File: src/rtl/fixed_timestep_accumulator_defines.svh
// Assertion macros for the fixed-timestep accumulator.
// Used by rtl/fixed_timestep_accumulator.sv; expects clk and rst_n in scope.
`ifndef FIXED_TIMESTEP_ACCUMULATOR_DEFINES_SVH
`define FIXED_TIMESTEP_ACCUMULATOR_DEFINES_SVH

// The consequent must hold in the same cycle as the antecedent.
`define FTA_ASSERT_SAME(lbl, ante, cons, msg) \
    lbl: assert property (@(posedge clk) disable iff (!rst_n) (ante) |-> (cons)) \
        else $error(msg);

// The consequent must hold in the cycle after the antecedent.
`define FTA_ASSERT_NEXT(lbl, ante, cons, msg) \
    lbl: assert property (@(posedge clk) disable iff (!rst_n) (ante) |=> (cons)) \
        else $error(msg);

`endif

File: src/rtl/fta_pkg.sv
// Package for the fixed-timestep accumulator: field widths, register
// indexes and register reset values. No dependencies.
package fta_pkg;

    localparam int TIME_W  = 32;
    localparam int COUNT_W = 6;
    localparam int TOTAL_W = 64;
    localparam int INDEX_W = 2;

    typedef logic [TIME_W-1:0]  time_t;
    typedef logic [COUNT_W-1:0] count_t;
    typedef logic [TOTAL_W-1:0] total_t;
    typedef logic [INDEX_W-1:0] cfg_index_t;

    // Configuration register indexes.
    localparam cfg_index_t REG_STEP_PERIOD  = 2'd0;
    localparam cfg_index_t REG_SUBSTEP_MAX  = 2'd1;
    localparam cfg_index_t REG_ACCUM_CAP    = 2'd2;
    localparam cfg_index_t REG_DROP_EXCESS  = 2'd3;

    // Register values after reset.
    localparam time_t  RST_STEP_PERIOD  = 32'd16667;
    localparam count_t RST_SUBSTEP_MAX  = 6'd8;
    localparam time_t  RST_ACCUM_CAP    = 32'd250000;
    localparam logic   RST_DROP_EXCESS  = 1'b1;

endpackage

File: src/rtl/fixed_timestep_accumulator.sv
// Fixed-timestep accumulator top level: sequencer around one shared subtractor.
// Depends on rtl/fta_pkg.sv and rtl/fixed_timestep_accumulator_defines.svh.

// One elapsed-time item is taken per frame (in_stall is low only while the
// block is idle). It produces one step-pulse item per fired substep and then
// a summary item with last set. A shared 33-bit subtractor does every time
// compare and subtract: cap selection, clamping, one substep per cycle while
// the output is not stalled, and a restoring modulo when the substep limit is
// hit and excess time is dropped. With step_period or the substep maximum at
// zero only the summary item is sent.

`include "fixed_timestep_accumulator_defines.svh"

module fixed_timestep_accumulator
    import fta_pkg::*;
#(
    parameter int SUBSTEP_CAP = 63
)
(
    input  logic                      clk,
    input  logic                      rst_n,
    // Configuration write port
    input  logic                      cfg_we,
    input  cfg_index_t                cfg_index,
    input  time_t                     cfg_data,
    // Input channel
    input  logic                      in_valid,
    output logic                      in_stall,
    input  logic signed [TIME_W-1:0]  elapsed_time,
    // Output channel
    output logic                      out_valid,
    input  logic                      out_stall,
    output logic                      fire_step,
    output count_t                    step_number,
    output logic                      last,
    output count_t                    steps_this_update,
    output time_t                     carried_time,
    output total_t                    completed_total
);

    // Sequencer states.
    localparam logic [2:0] S_IDLE  = 3'd0;
    localparam logic [2:0] S_LOAD  = 3'd1;
    localparam logic [2:0] S_CLAMP = 3'd2;
    localparam logic [2:0] S_STEP  = 3'd3;
    localparam logic [2:0] S_MOD   = 3'd4;
    localparam logic [2:0] S_SUM   = 3'd5;

    localparam count_t CAP_LIMIT = COUNT_W'(SUBSTEP_CAP);

    // Configuration registers.
    time_t  step_period_reg;
    count_t substep_max_reg;
    time_t  accum_cap_reg;
    logic   drop_excess_reg;

    // Block state and working registers.
    logic [2:0]        state_reg, state_next;
    time_t             acc_reg, acc_next;
    total_t            total_reg, total_next;
    time_t             dt_reg, dt_next;
    time_t             cap_reg, cap_next;
    logic [TIME_W:0]   sum_reg, sum_next;
    count_t            n_reg, n_next;
    time_t             rem_reg, rem_next;
    logic [4:0]        bit_cnt_reg, bit_cnt_next;

    // Output register.
    logic   out_valid_reg, out_valid_next;
    logic   fire_reg, fire_next;
    count_t num_reg, num_next;
    logic   last_reg, last_next;
    count_t count_reg, count_next;
    time_t  carried_reg, carried_next;
    total_t out_total_reg, out_total_next;

    // Shared subtractor.
    logic [TIME_W:0]   sub_a, sub_b;
    logic [TIME_W+1:0] sub_diff;
    logic              sub_borrow;

    count_t            limit;
    logic              disabled;
    logic              out_free;
    logic [TIME_W:0]   mod_shift;
    total_t            total_sum;

    // The substep limit is the smaller of the register and the cap.
    assign limit    = (substep_max_reg < CAP_LIMIT) ? substep_max_reg : CAP_LIMIT;
    assign disabled = (step_period_reg == '0) || (limit == '0);
    assign out_free = !out_valid_reg || !out_stall;
    assign mod_shift = {rem_reg, acc_reg[TIME_W-1]};
    assign total_sum = total_reg + TOTAL_W'(n_reg);

    // Operand selection for the shared subtractor.
    always_comb
    begin
        sub_a = {1'b0, acc_reg};
        sub_b = {1'b0, step_period_reg};
        unique case (state_reg)
            S_LOAD:
            begin
                sub_a = {1'b0, accum_cap_reg};
            end
            S_CLAMP:
            begin
                sub_a = sum_reg;
                sub_b = {1'b0, cap_reg};
            end
            S_MOD:
            begin
                sub_a = mod_shift;
            end
            S_IDLE, S_STEP, S_SUM:
            begin
            end
            default:
            begin
            end
        endcase
    end

    assign sub_diff   = {1'b0, sub_a} - {1'b0, sub_b};
    assign sub_borrow = sub_diff[TIME_W+1];

    // Configuration writes.
    always_ff @(posedge clk or negedge rst_n)
    begin
        if (!rst_n)
        begin
            step_period_reg  <= RST_STEP_PERIOD;
            substep_max_reg  <= RST_SUBSTEP_MAX;
            accum_cap_reg    <= RST_ACCUM_CAP;
            drop_excess_reg  <= RST_DROP_EXCESS;
        end
        else if (cfg_we)
        begin
            unique case (cfg_index)
                REG_STEP_PERIOD:  step_period_reg  <= cfg_data;
                REG_SUBSTEP_MAX:  substep_max_reg  <= cfg_data[COUNT_W-1:0];
                REG_ACCUM_CAP:    accum_cap_reg    <= cfg_data;
                REG_DROP_EXCESS:  drop_excess_reg  <= cfg_data[0];
                default:          ;
            endcase
        end
    end

    // Sequencer.
    always_comb
    begin
        state_next     = state_reg;
        acc_next       = acc_reg;
        total_next     = total_reg;
        dt_next        = dt_reg;
        cap_next       = cap_reg;
        sum_next       = sum_reg;
        n_next         = n_reg;
        rem_next       = rem_reg;
        bit_cnt_next   = bit_cnt_reg;
        out_valid_next = out_valid_reg && out_stall;
        fire_next      = fire_reg;
        num_next       = num_reg;
        last_next      = last_reg;
        count_next     = count_reg;
        carried_next   = carried_reg;
        out_total_next = out_total_reg;

        unique case (state_reg)
            S_IDLE:
            begin
                if (in_valid)
                begin
                    // Negative elapsed time counts as zero.
                    dt_next    = elapsed_time[TIME_W-1] ? '0 : time_t'(elapsed_time);
                    n_next     = '0;
                    state_next = disabled ? S_SUM : S_LOAD;
                end
            end
            S_LOAD:
            begin
                // Cap is raised to at least one period; the sum cannot overflow.
                cap_next   = sub_borrow ? step_period_reg : accum_cap_reg;
                sum_next   = {1'b0, acc_reg} + {1'b0, dt_reg};
                state_next = S_CLAMP;
            end
            S_CLAMP:
            begin
                acc_next   = sub_borrow ? sum_reg[TIME_W-1:0] : cap_reg;
                state_next = S_STEP;
            end
            S_STEP:
            begin
                if (!sub_borrow && (n_reg < limit))
                begin
                    // One step pulse per cycle while the output is free.
                    if (out_free)
                    begin
                        out_valid_next = 1'b1;
                        fire_next      = 1'b1;
                        num_next       = n_reg;
                        last_next      = 1'b0;
                        count_next     = '0;
                        carried_next   = '0;
                        out_total_next = '0;
                        acc_next       = sub_diff[TIME_W-1:0];
                        n_next         = n_reg + COUNT_W'(1);
                    end
                end
                else if (!sub_borrow && drop_excess_reg)
                begin
                    rem_next     = '0;
                    bit_cnt_next = '0;
                    state_next   = S_MOD;
                end
                else
                begin
                    state_next = S_SUM;
                end
            end
            S_MOD:
            begin
                // Restoring remainder, one dividend bit per cycle, MSB first.
                rem_next     = sub_borrow ? mod_shift[TIME_W-1:0] : sub_diff[TIME_W-1:0];
                acc_next     = {acc_reg[TIME_W-2:0], 1'b0};
                bit_cnt_next = bit_cnt_reg + 5'd1;
                if (bit_cnt_reg == 5'(TIME_W - 1))
                begin
                    acc_next   = rem_next;
                    state_next = S_SUM;
                end
            end
            S_SUM:
            begin
                // Closing summary item; the running total is updated here.
                if (out_free)
                begin
                    out_valid_next = 1'b1;
                    fire_next      = 1'b0;
                    num_next       = '0;
                    last_next      = 1'b1;
                    count_next     = n_reg;
                    carried_next   = acc_reg;
                    out_total_next = total_sum;
                    total_next     = total_sum;
                    state_next     = S_IDLE;
                end
            end
            default:
            begin
                state_next = S_IDLE;
            end
        endcase
    end

    // Control registers.
    always_ff @(posedge clk or negedge rst_n)
    begin
        if (!rst_n)
        begin
            state_reg     <= S_IDLE;
            acc_reg       <= '0;
            total_reg     <= '0;
            n_reg         <= '0;
            bit_cnt_reg   <= '0;
            out_valid_reg <= 1'b0;
        end
        else
        begin
            state_reg     <= state_next;
            acc_reg       <= acc_next;
            total_reg     <= total_next;
            n_reg         <= n_next;
            bit_cnt_reg   <= bit_cnt_next;
            out_valid_reg <= out_valid_next;
        end
    end

    // Payload and working registers.
    always_ff @(posedge clk)
    begin
        dt_reg        <= dt_next;
        cap_reg       <= cap_next;
        sum_reg       <= sum_next;
        rem_reg       <= rem_next;
        fire_reg      <= fire_next;
        num_reg       <= num_next;
        last_reg      <= last_next;
        count_reg     <= count_next;
        carried_reg   <= carried_next;
        out_total_reg <= out_total_next;
    end

    assign in_stall          = (state_reg != S_IDLE);
    assign out_valid         = out_valid_reg;
    assign fire_step         = fire_reg;
    assign step_number       = num_reg;
    assign last              = last_reg;
    assign steps_this_update = count_reg;
    assign carried_time      = carried_reg;
    assign completed_total   = out_total_reg;

    // Assertions.
    `FTA_ASSERT_SAME(a_step_within_limit, state_reg == S_STEP, n_reg <= limit, "substeps exceed limit")
    `FTA_ASSERT_SAME(a_acc_within_cap, state_reg == S_STEP, acc_reg <= cap_reg, "accumulator above cap")
    `FTA_ASSERT_SAME(a_rem_below_period, state_reg == S_MOD, rem_reg < step_period_reg, "remainder not reduced")
    `FTA_ASSERT_SAME(a_pulse_not_last, out_valid_reg && fire_reg, !last_reg, "pulse item marked last")
    `FTA_ASSERT_NEXT(a_busy_after_accept, in_valid && !in_stall, state_reg != S_IDLE, "accepted item not started")

endmodule
File: config.mk
export PLATFORM = sky130hd
export DESIGN_NAME = fixed_timestep_accumulator
export DESIGN_NICKNAME = d
export VERILOG_FILES = /design/src/rtl/fta_pkg.sv /design/src/rtl/fixed_timestep_accumulator.sv
export VERILOG_INCLUDE_DIRS = /design/src /design/src/rtl
export SDC_FILE = /design/constraint.sdc
export NUM_CORES = 1
export LEC_CHECK = 0
export ABC_AREA = 1
export BUFFER_PORTS_ARGS = -buffer_cell sky130_fd_sc_hd__buf_2
export CORE_MARGIN = 2
export CORE_UTILIZATION = 40
export CTS_CLUSTER_SIZE = 24
export DETAILED_ROUTE_END_ITERATION = 16
export HOLD_SLACK_MARGIN = 0.12
export MAX_ROUTING_LAYER = met4
export PLACE_DENSITY_LB_ADDON = 0.3
export SLEW_MARGIN = 0
export SYNTH_ARGS = -nofsm -noshare
export SYNTH_HDL_FRONTEND = slang
export SYNTH_SLANG_ARGS = --single-unit
File: constraint.sdc
create_clock -name clk -period 21.1 [get_ports clk]
set_input_delay 4.22 -clock clk [delete_from_list [all_inputs] [get_ports clk]]
set_output_delay 4.22 -clock clk [all_outputs]
set_load 0.02 [all_outputs]
==> run summary, run 1 <==
The flow ran to the end, and the final reports show no timing, DRC or antenna violations. Max-capacitance violation count: 0. The finished cells cover 28400 sq um. The initial DRC count was 1758; the total iterations of the first detailed-routing run was 6. The worst hold path begins at substep_max_reg[2]. Final weighted congestion in routability-driven placement: 1.01. The die covers 64800 sq um.

The tools report the relative max-transition margin as 0.249. After synthesis the netlist holds a flip-flop and latch count of 420. For the number of slew-limit violations in the final report, the log shows 0. The worst setup path is captured at a flip-flop.

The cell with the biggest individual delay on the critical path is sky130_fd_sc_hd__nand2_4. The root buffer cell chosen for the clock tree is sky130_fd_sc_hd__clkbuf_16. Detailed placement finished with a half-perimeter wire length of 62700 um. The hold-critical path depth came out at 2. The logs give 137 MHz for the maximum clock frequency and 0 for the aggregate global routing overflow. The tools report the category of the worst setup path launch point as a flip-flop. The repair_antennas step left the layout with diodes totalling 0. In this run the mean area of a mapped cell was 7.65 sq um.

In this run the critical register-to-register path is captured at carried_time[19]. The Yosys step of the flow raised 0 warnings. Buffers added to address setup during post-CTS repair amount to 0. The layout has 6343 filler cells. The maximum clock insertion buffer count is 3. The worst setup skew after layout is 0.0361 ns, and the vertical die dimension is 255 um. After detailed routing, the average wire length per cell comes to 19.2 um. Setup violations remaining at the end of the flow were counted as 0.

The most numerous cell type found on the critical path is sky130_fd_sc_hd__nand2_1. The die is 255 um wide. The tools report the number of gates given a new drive strength after cts as 0. The capture endpoint of the worst hold path was substep_max_reg[2].

For the critical path required time, the log shows 21.30 ns. Counting every net in the synthesized netlist gives 3435. The final layout contains routed wiring with a total length of 82600 um.

Timing analysis after detailed placement gives a worst setup slack of 13.89 ns. The share of the clock period used by the worst path works out to 0.346. The largest stage delay on the critical path works out to 0.75 ns. Setup repair after global routing left no endpoint under its margin.

The H-tree was split into 2 levels. The core area came out at 61900 sq um. The TritonCTS sink count is 420, and the final sum of negative setup slack is 0 ns. TritonCTS built the clock tree. The number of cells on the worst reg-to-reg path was 25; the actual transition at the worst max-transition pin was 1.13 ns. Clock latency at the later pin of the worst-skew pair: 0.61 ns. The setup path with the least slack is of type flip-flop to flip-flop.

Final number of hold-violating endpoints: 0. The worst path needs 7.30 ns of the cycle, external delays included. The worst register-to-register path begins at state_reg[2].

Entering global routing, the biggest net connects 87 pins. The tightest min-delay check is of the flip-flop to flip-flop type. Summing all multi-input logic gate instances after layout gives 11000 sq um. The number of global-route vias before repair was 21177; the mean number of vias per cell was 5.13.

The run gives 0.466 as the sequential share of the synthesized area. The synthesized design spends more area on one cell type than any other, namely sky130_fd_sc_hd__edfxtp_1. The effective utilization at floorplan was 0.406; the area growth from synthesis to final layout was 13.2%. By area the synthesized netlist is led by sky130_fd_sc_hd__edfxtp_1 (28%), sky130_fd_sc_hd__dfrtp_1 (17%), sky130_fd_sc_hd__nand2_1 (13%). In this run the worst path has a maximum fanout of 72. The initial antenna violation count is 0. Among all flip-flop cells after synthesis, the most frequent one is sky130_fd_sc_hd__edfxtp_1. In this run the remaining antenna-violating nets after routing total 0. The I/O pin count came out at 183.

Across all setup checks in the final design, the least slack found is 13.80 ns. After clock tree synthesis, the clock-pin slew on the worst setup and hold paths is 0.06 ns. After floorplanning, the core was divided into 91 placement rows. Across the whole layout, storage elements account for 11700 sq um. After detailed placement, the total cell area comes to 26800 sq um. Yosys mapped a number of flops with a built-in enable equal to 238. Summing every instance area after synthesis gives 25100 sq um.

Input and output buffers added on the ports amount to 182. The setup check on the worst reg-to-reg path leaves a slack of 13.80 ns. Proportion of synthesized flip-flops having asynchronous set or reset: 0.433. Data on the critical path arrives at its endpoint at 7.50 ns. The first global-routing pass estimated 125000 um of wire. The portion of synthesized cell area occupied by the leading cell type is 0.284. Detailed routing inserted a total of 22055 vias. The global-route total usage across every layer was 0.264; the layout cell share with drive strength beyond 1 was 0.0970. For this design, the CTS-stage hold fixing added 0 buffers.

The net count of the finished layout is 3578. The number of DRC violations after detailed routing is 0, and the number of instances in the synthesized netlist is 3284. The number of CTS-inserted buffers is 47. The synthesized netlist contains 51 unique library cells.
## layout make-up
cell class,instances,share of cell area
multi-input cells,2241,0.389
well taps,837,0.0368
inverters,514,0.0679
clock inverters,28,0.0116
flip-flops and latches,420,0.412
repair buffers,203,0.0379
clock buffers,58,0.0450
## per-layer routing
| metal | track usage | wire, um | vias up |
|---|---|---|---|
| li1 | - | - | 10845 |
| met1 | 0.313 | 33700 | 10315 |
| met2 | 0.441 | 39900 | 682 |
| met3 | 0.0303 | 4050 | 213 |
| met4 | 0.142 | 5050 | 0 |
| met5 | - | 0 | - |
## cell usage after synthesis, types with 2 or more instances
library cell,instances
sky130_fd_sc_hd__nand2_1,893
sky130_fd_sc_hd__inv_1,507
sky130_fd_sc_hd__nor2_1,397
sky130_fd_sc_hd__edfxtp_1,238
sky130_fd_sc_hd__o21ai_0,234
sky130_fd_sc_hd__dfrtp_1,167
sky130_fd_sc_hd__nand3_1,166
sky130_fd_sc_hd__a21oi_1,105
sky130_fd_sc_hd__ha_1,77
sky130_fd_sc_hd__xor2_1,74
sky130_fd_sc_hd__clkbuf_1,69
sky130_fd_sc_hd__nand4_1,49
sky130_fd_sc_hd__nor3_1,45
sky130_fd_sc_hd__o21ai_1,39
sky130_fd_sc_hd__xnor2_1,25
sky130_fd_sc_hd__buf_2,21
sky130_fd_sc_hd__nand3b_1,17
sky130_fd_sc_hd__dfstp_2,15
sky130_fd_sc_hd__nor4_1,15
sky130_fd_sc_hd__a221oi_1,12
sky130_fd_sc_hd__and2_1,12
sky130_fd_sc_hd__o2111ai_1,12
sky130_fd_sc_hd__or2_2,12
sky130_fd_sc_hd__buf_4,10
sky130_fd_sc_hd__a21o_1,7
sky130_fd_sc_hd__buf_1,7
sky130_fd_sc_hd__inv_2,5
sky130_fd_sc_hd__nand2_2,5
sky130_fd_sc_hd__o21bai_1,5
sky130_fd_sc_hd__a31oi_1,4
sky130_fd_sc_hd__o211ai_1,4
sky130_fd_sc_hd__o22ai_1,4
sky130_fd_sc_hd__a211oi_1,3
sky130_fd_sc_hd__a21oi_2,3
sky130_fd_sc_hd__fa_1,3
sky130_fd_sc_hd__a41oi_1,2
sky130_fd_sc_hd__buf_6,2
sky130_fd_sc_hd__clkinv_1,2
sky130_fd_sc_hd__nand3_2,2
sky130_fd_sc_hd__nor2_2,2
sky130_fd_sc_hd__o21a_1,2
sky130_fd_sc_hd__or3_1,2
## logic make-up (layout without fill, tap and decap cells)
logic type / Yosys count / in the layout / synth area share
compound gates: 442 / 442 / 0.0957
simple gates: 1620 / 1620 / 0.266
xor+xnor: 99 / 99 / 0.0345
flops: 420 / 420 / 0.466
buf+inv: 623 / 803 / 0.0962
fa+ha+maj: 80 / 80 / 0.0407
## worst max path at each step
stage / start / slack (ns) / end / depth (start not counted)
global placement: state_reg[2] / 14.07 / carried_time[14] / 25
floorplan: out_stall / 11.57 / carried_time[0] / 3
detailed placement: state_reg[0] / 13.89 / carried_time[15] / 20
CTS: state_reg[0] / 13.85 / carried_time[18] / 20
global route: state_reg[2] / 13.23 / carried_time[17] / 25
finish: state_reg[2] / 13.80 / carried_time[19] / 25
## cells in the final DEF, fill, tap and decap left out, drive strengths merged, types with 49 or more instances in the layout
master,instances
nand2,899
inv,514
nor2,400
o21ai,273
edfxtp,238
buf,202
nand3,169
dfrtp,167
a21oi,108
ha,77
xor2,74
clkbuf,59
nand4,49
## through the flow
step / cells / util / hold WS, ns
after floorplan: 3284 / - / 0.453
after global placement: 4215 / 0.433 / 0.467
after detailed placement: 4215 / 0.433 / 0.479
after CTS: 4301 / 0.459 / 0.494
after global routing: 4301 / 0.459 / 0.510
final: 4301 / 0.459 / 0.488
## critical path, delay by kind of cell, from the launching register on
| family | cells | cell delay [ns] |
|---|---|---|
| AOI/OAI and AO/OA | 1 | 0.09 |
| and+or+nand+nor | 14 | 2.81 |
| buffers and inverters | 9 | 3.06 |
| adders and majority gates | 1 | 0.37 |
| DFF | 1 | 0.42 |
Power of run 1 is left out: the tool's default activity adds up to more than one toggle a clock period on the data nets, which glitch-free logic cannot reach.
==> run 2, diff against run 1 <==
clock period = 6.5 ns   (was 21.1 ns; I/O delays follow)
==> run 2 against run 1 <==
Net effect:
- sequential share of layout area down 0.11 points
- setup slack worse by 13 ns
- maximum frequency up 39%
- non-clock buffer count up 9
- first-iteration DRC count up 10%
- clock skew down 0.014 ns
- global-route usage up 0.29 points
- die area unchanged
- critical path type unchanged
==> run summary, run 2 (synthesized netlist as in run 1, its figures left out) <==
The flow ran to the end, and the final reports show no timing, DRC or antenna violations. Once the clock tree was built, the resizer swapped 0 gates to a different size. The slowest stage of the critical path is the sky130_fd_sc_hd__inv_1 cell. The largest stage delay on the critical path is 0.76 ns. The kind of cell with the highest combined delay along the critical path is simple AND/OR/NAND/NOR gates. Leaving out fill and tap cells, the most frequent cell in the layout is sky130_fd_sc_hd__nand2_1. The buffers inserted during post-CTS setup optimization was 0; the area growth from synthesis to final layout was 13.5%.

The clock latency at the later pin of the worst-skew pair came out at 0.59 ns. For the number of global-route vias before repair, the log shows 21245. For the final sum of negative setup slack, the log shows 0 ns. STA classifies the critical path endpoint as a flip-flop. CTS built an H-tree with a depth of 2.

The tools report the category of the worst setup path launch point as a flip-flop. Data arrives at the worst endpoint at 5.52 ns. The number of standard-cell rows in the floorplan is 91. The worst path in the final design needs a cycle of 5.25 ns, including I/O delays and setup.

The tool flagged a number of max-cap violations equal to 0. Summed over all nets, the half-perimeter wirelength after detailed placement is 64000 um. The clock passes through at most 3 buffers. The die is 255 um tall.

Setup repair after global routing left no endpoint under its margin. The final weighted congestion in routability-driven placement came out at 1.00. By startpoint and endpoint, the worst setup path is classified as flip-flop to flip-flop. The relative max-transition margin is 0.278. Buffers inserted during clock tree synthesis total 46. Final number of hold-violating endpoints: 0. The detail route stage leaves a number of antenna-violating nets equal to 0.

Clock-pin slew was measured on the worst setup and hold paths at 0.06 ns. The master cell of the clock root buffer was sky130_fd_sc_hd__clkbuf_16. The die is 255 um wide. The tools report the final antenna diode count as 0. For the number of DRC violations after detailed routing, the log shows 0. Clock skew on the completed layout was measured at 0.0216 ns. For the global-route total usage across every layer, the log shows 0.267. In the final design database the tool counted 3586 nets.

At the pin with the least slew margin, the transition time is 1.08 ns. The tools report the total iterations of the first detailed-routing run as 6. The signal on the critical path passes through inv_2, nand2_2, nor2_4, nor3_2, buf_4, inv_1, o21ai_0, ha_1, nand2_1, nor2_1, nand3_1, nand3_2, nand2_1, nand2_1, nand2_2, nand2_4, nand2_1, nand2_1, nand3_1, inv_1, buf_12. The layout cell share with drive strength beyond 1 came out at 0.101.

By instance count, the cell type seen most on the critical path is sky130_fd_sc_hd__nand2_1. In this run the tool buffered the top-level ports with 182 buffer cells. For the aggregate global routing overflow, the log shows 0. For the worst setup path, the data required time is 6.77 ns. The number of slew-limit violations in the final report was 0. Based on the critical path, the design can be clocked at up to 191 MHz. The maximum number of pins on one net before global-route repair came out at 87. For the total wirelength of the detailed-routed design, the log shows 83400 um. The via total after detailed routing was 22103. After detailed routing, the average wire length per cell comes to 19.4 um. The tools report the effective utilization at floorplan as 0.406. The mean number of vias per cell is 5.13, and the share of the clock period used by the worst path is 0.807. The floorplan die area was 64800 sq um.

The region available for standard cell placement spans 61900 sq um. For the initial antenna violation count, the log shows 0. The I/O pin count is 183.

The classification of the worst-slack hold path was flip-flop to flip-flop. The first global-routing pass estimated 126000 um of wire. The number of buffers and inverters on the critical path is 5. Fill cells in the final layout number 6370. The clock drives 420 sinks. In the layout the commonest cells are sky130_fd_sc_hd__nand2_1 (893), sky130_fd_sc_hd__inv_1 (506), sky130_fd_sc_hd__nor2_1 (391), sky130_fd_sc_hd__edfxtp_1 (238), sky130_fd_sc_hd__o21ai_0 (234). The count of final setup violators was 0; the hold buffer count at cts was 0.

For this block, the initial DRC count from the detailed router was 1933. TritonCTS built the clock tree. The post-route core utilization is 0.460, and the top fanout value on the critical path is 46.
run 2: cell count changes in the layout (fill, tap and decap cells not counted), moves of 3 or more:
cell | before | now
sky130_fd_sc_hd__buf_12 | 0 | 3
sky130_fd_sc_hd__clkinv_2 | 8 | 15
sky130_fd_sc_hd__clkinv_1 | 8 | 5
sky130_fd_sc_hd__buf_4 | 21 | 27
sky130_fd_sc_hd__clkbuf_1 | 6 | 2
run 2: metal layers:
metal  wire (um)  track usage  up-vias  part of all wire
li1            -            -    10866                 -
met1       34000        0.322    10194              0.41
met2       40300        0.444      823              0.48
met3        4430       0.0299      220             0.053
met4        4690        0.134        0             0.056
met5           0            -        -                 0
run 2: cell type report:
class                      count  area, sq um  area share
inverter                     514         1930      0.0678
clock inverter                32          355      0.0125
tap                          837         1050      0.0367
multi-input combinational   2241        11000       0.387
clock buffer                  52         1220      0.0430
timing repair buffer         212         1180      0.0415
sequential                   420        11700       0.411
run 2: path summary, 6_finish.rpt:
path                               startpoint                  to  slack, ns  cells after the start
max                              state_reg[0]         rem_reg[15]       1.25                     21
min                        substep_max_reg[0]  substep_max_reg[0]       0.49                      2
max reg2reg                      state_reg[0]         rem_reg[15]       1.25                     21
min reg2reg                substep_max_reg[0]  substep_max_reg[0]       0.49                      2
max in group asynchronous               rst_n         acc_reg[12]       4.46                      2
min in group asynchronous               rst_n        total_reg[4]       0.77                      1
run 2: worst register-to-register path, stage by stage (launching register included):
cell	delay (ns)
sky130_fd_sc_hd__dfrtp_1	0.44
sky130_fd_sc_hd__inv_2	0.10
sky130_fd_sc_hd__nand2_2	0.07
sky130_fd_sc_hd__nor2_4	0.20
sky130_fd_sc_hd__nor3_2	0.07
sky130_fd_sc_hd__buf_4	0.22
sky130_fd_sc_hd__inv_1	0.55
sky130_fd_sc_hd__o21ai_0	0.23
sky130_fd_sc_hd__ha_1	0.41
sky130_fd_sc_hd__nand2_1	0.14
sky130_fd_sc_hd__nor2_1	0.17
sky130_fd_sc_hd__nand3_1	0.12
sky130_fd_sc_hd__nand3_2	0.14
sky130_fd_sc_hd__nand2_1	0.08
sky130_fd_sc_hd__nand2_1	0.11
sky130_fd_sc_hd__nand2_2	0.09
sky130_fd_sc_hd__nand2_4	0.39
sky130_fd_sc_hd__nand2_1	0.12
sky130_fd_sc_hd__nand2_1	0.10
sky130_fd_sc_hd__nand3_1	0.16
sky130_fd_sc_hd__inv_1	0.76
sky130_fd_sc_hd__buf_12	0.27
run 2: stage by stage:
step	setup WS, ns	hold WS (ns)	std cells	area, sq um
floorplan	0.141	0.453	3284	25100
global placement	1.49	0.467	4224	26900
detailed placement	1.37	0.475	4224	26900
CTS	1.33	0.490	4308	28500
global route	0.998	0.510	4308	28500
finish	1.25	0.485	4308	28500
Power of run 2 is left out for the same reason.
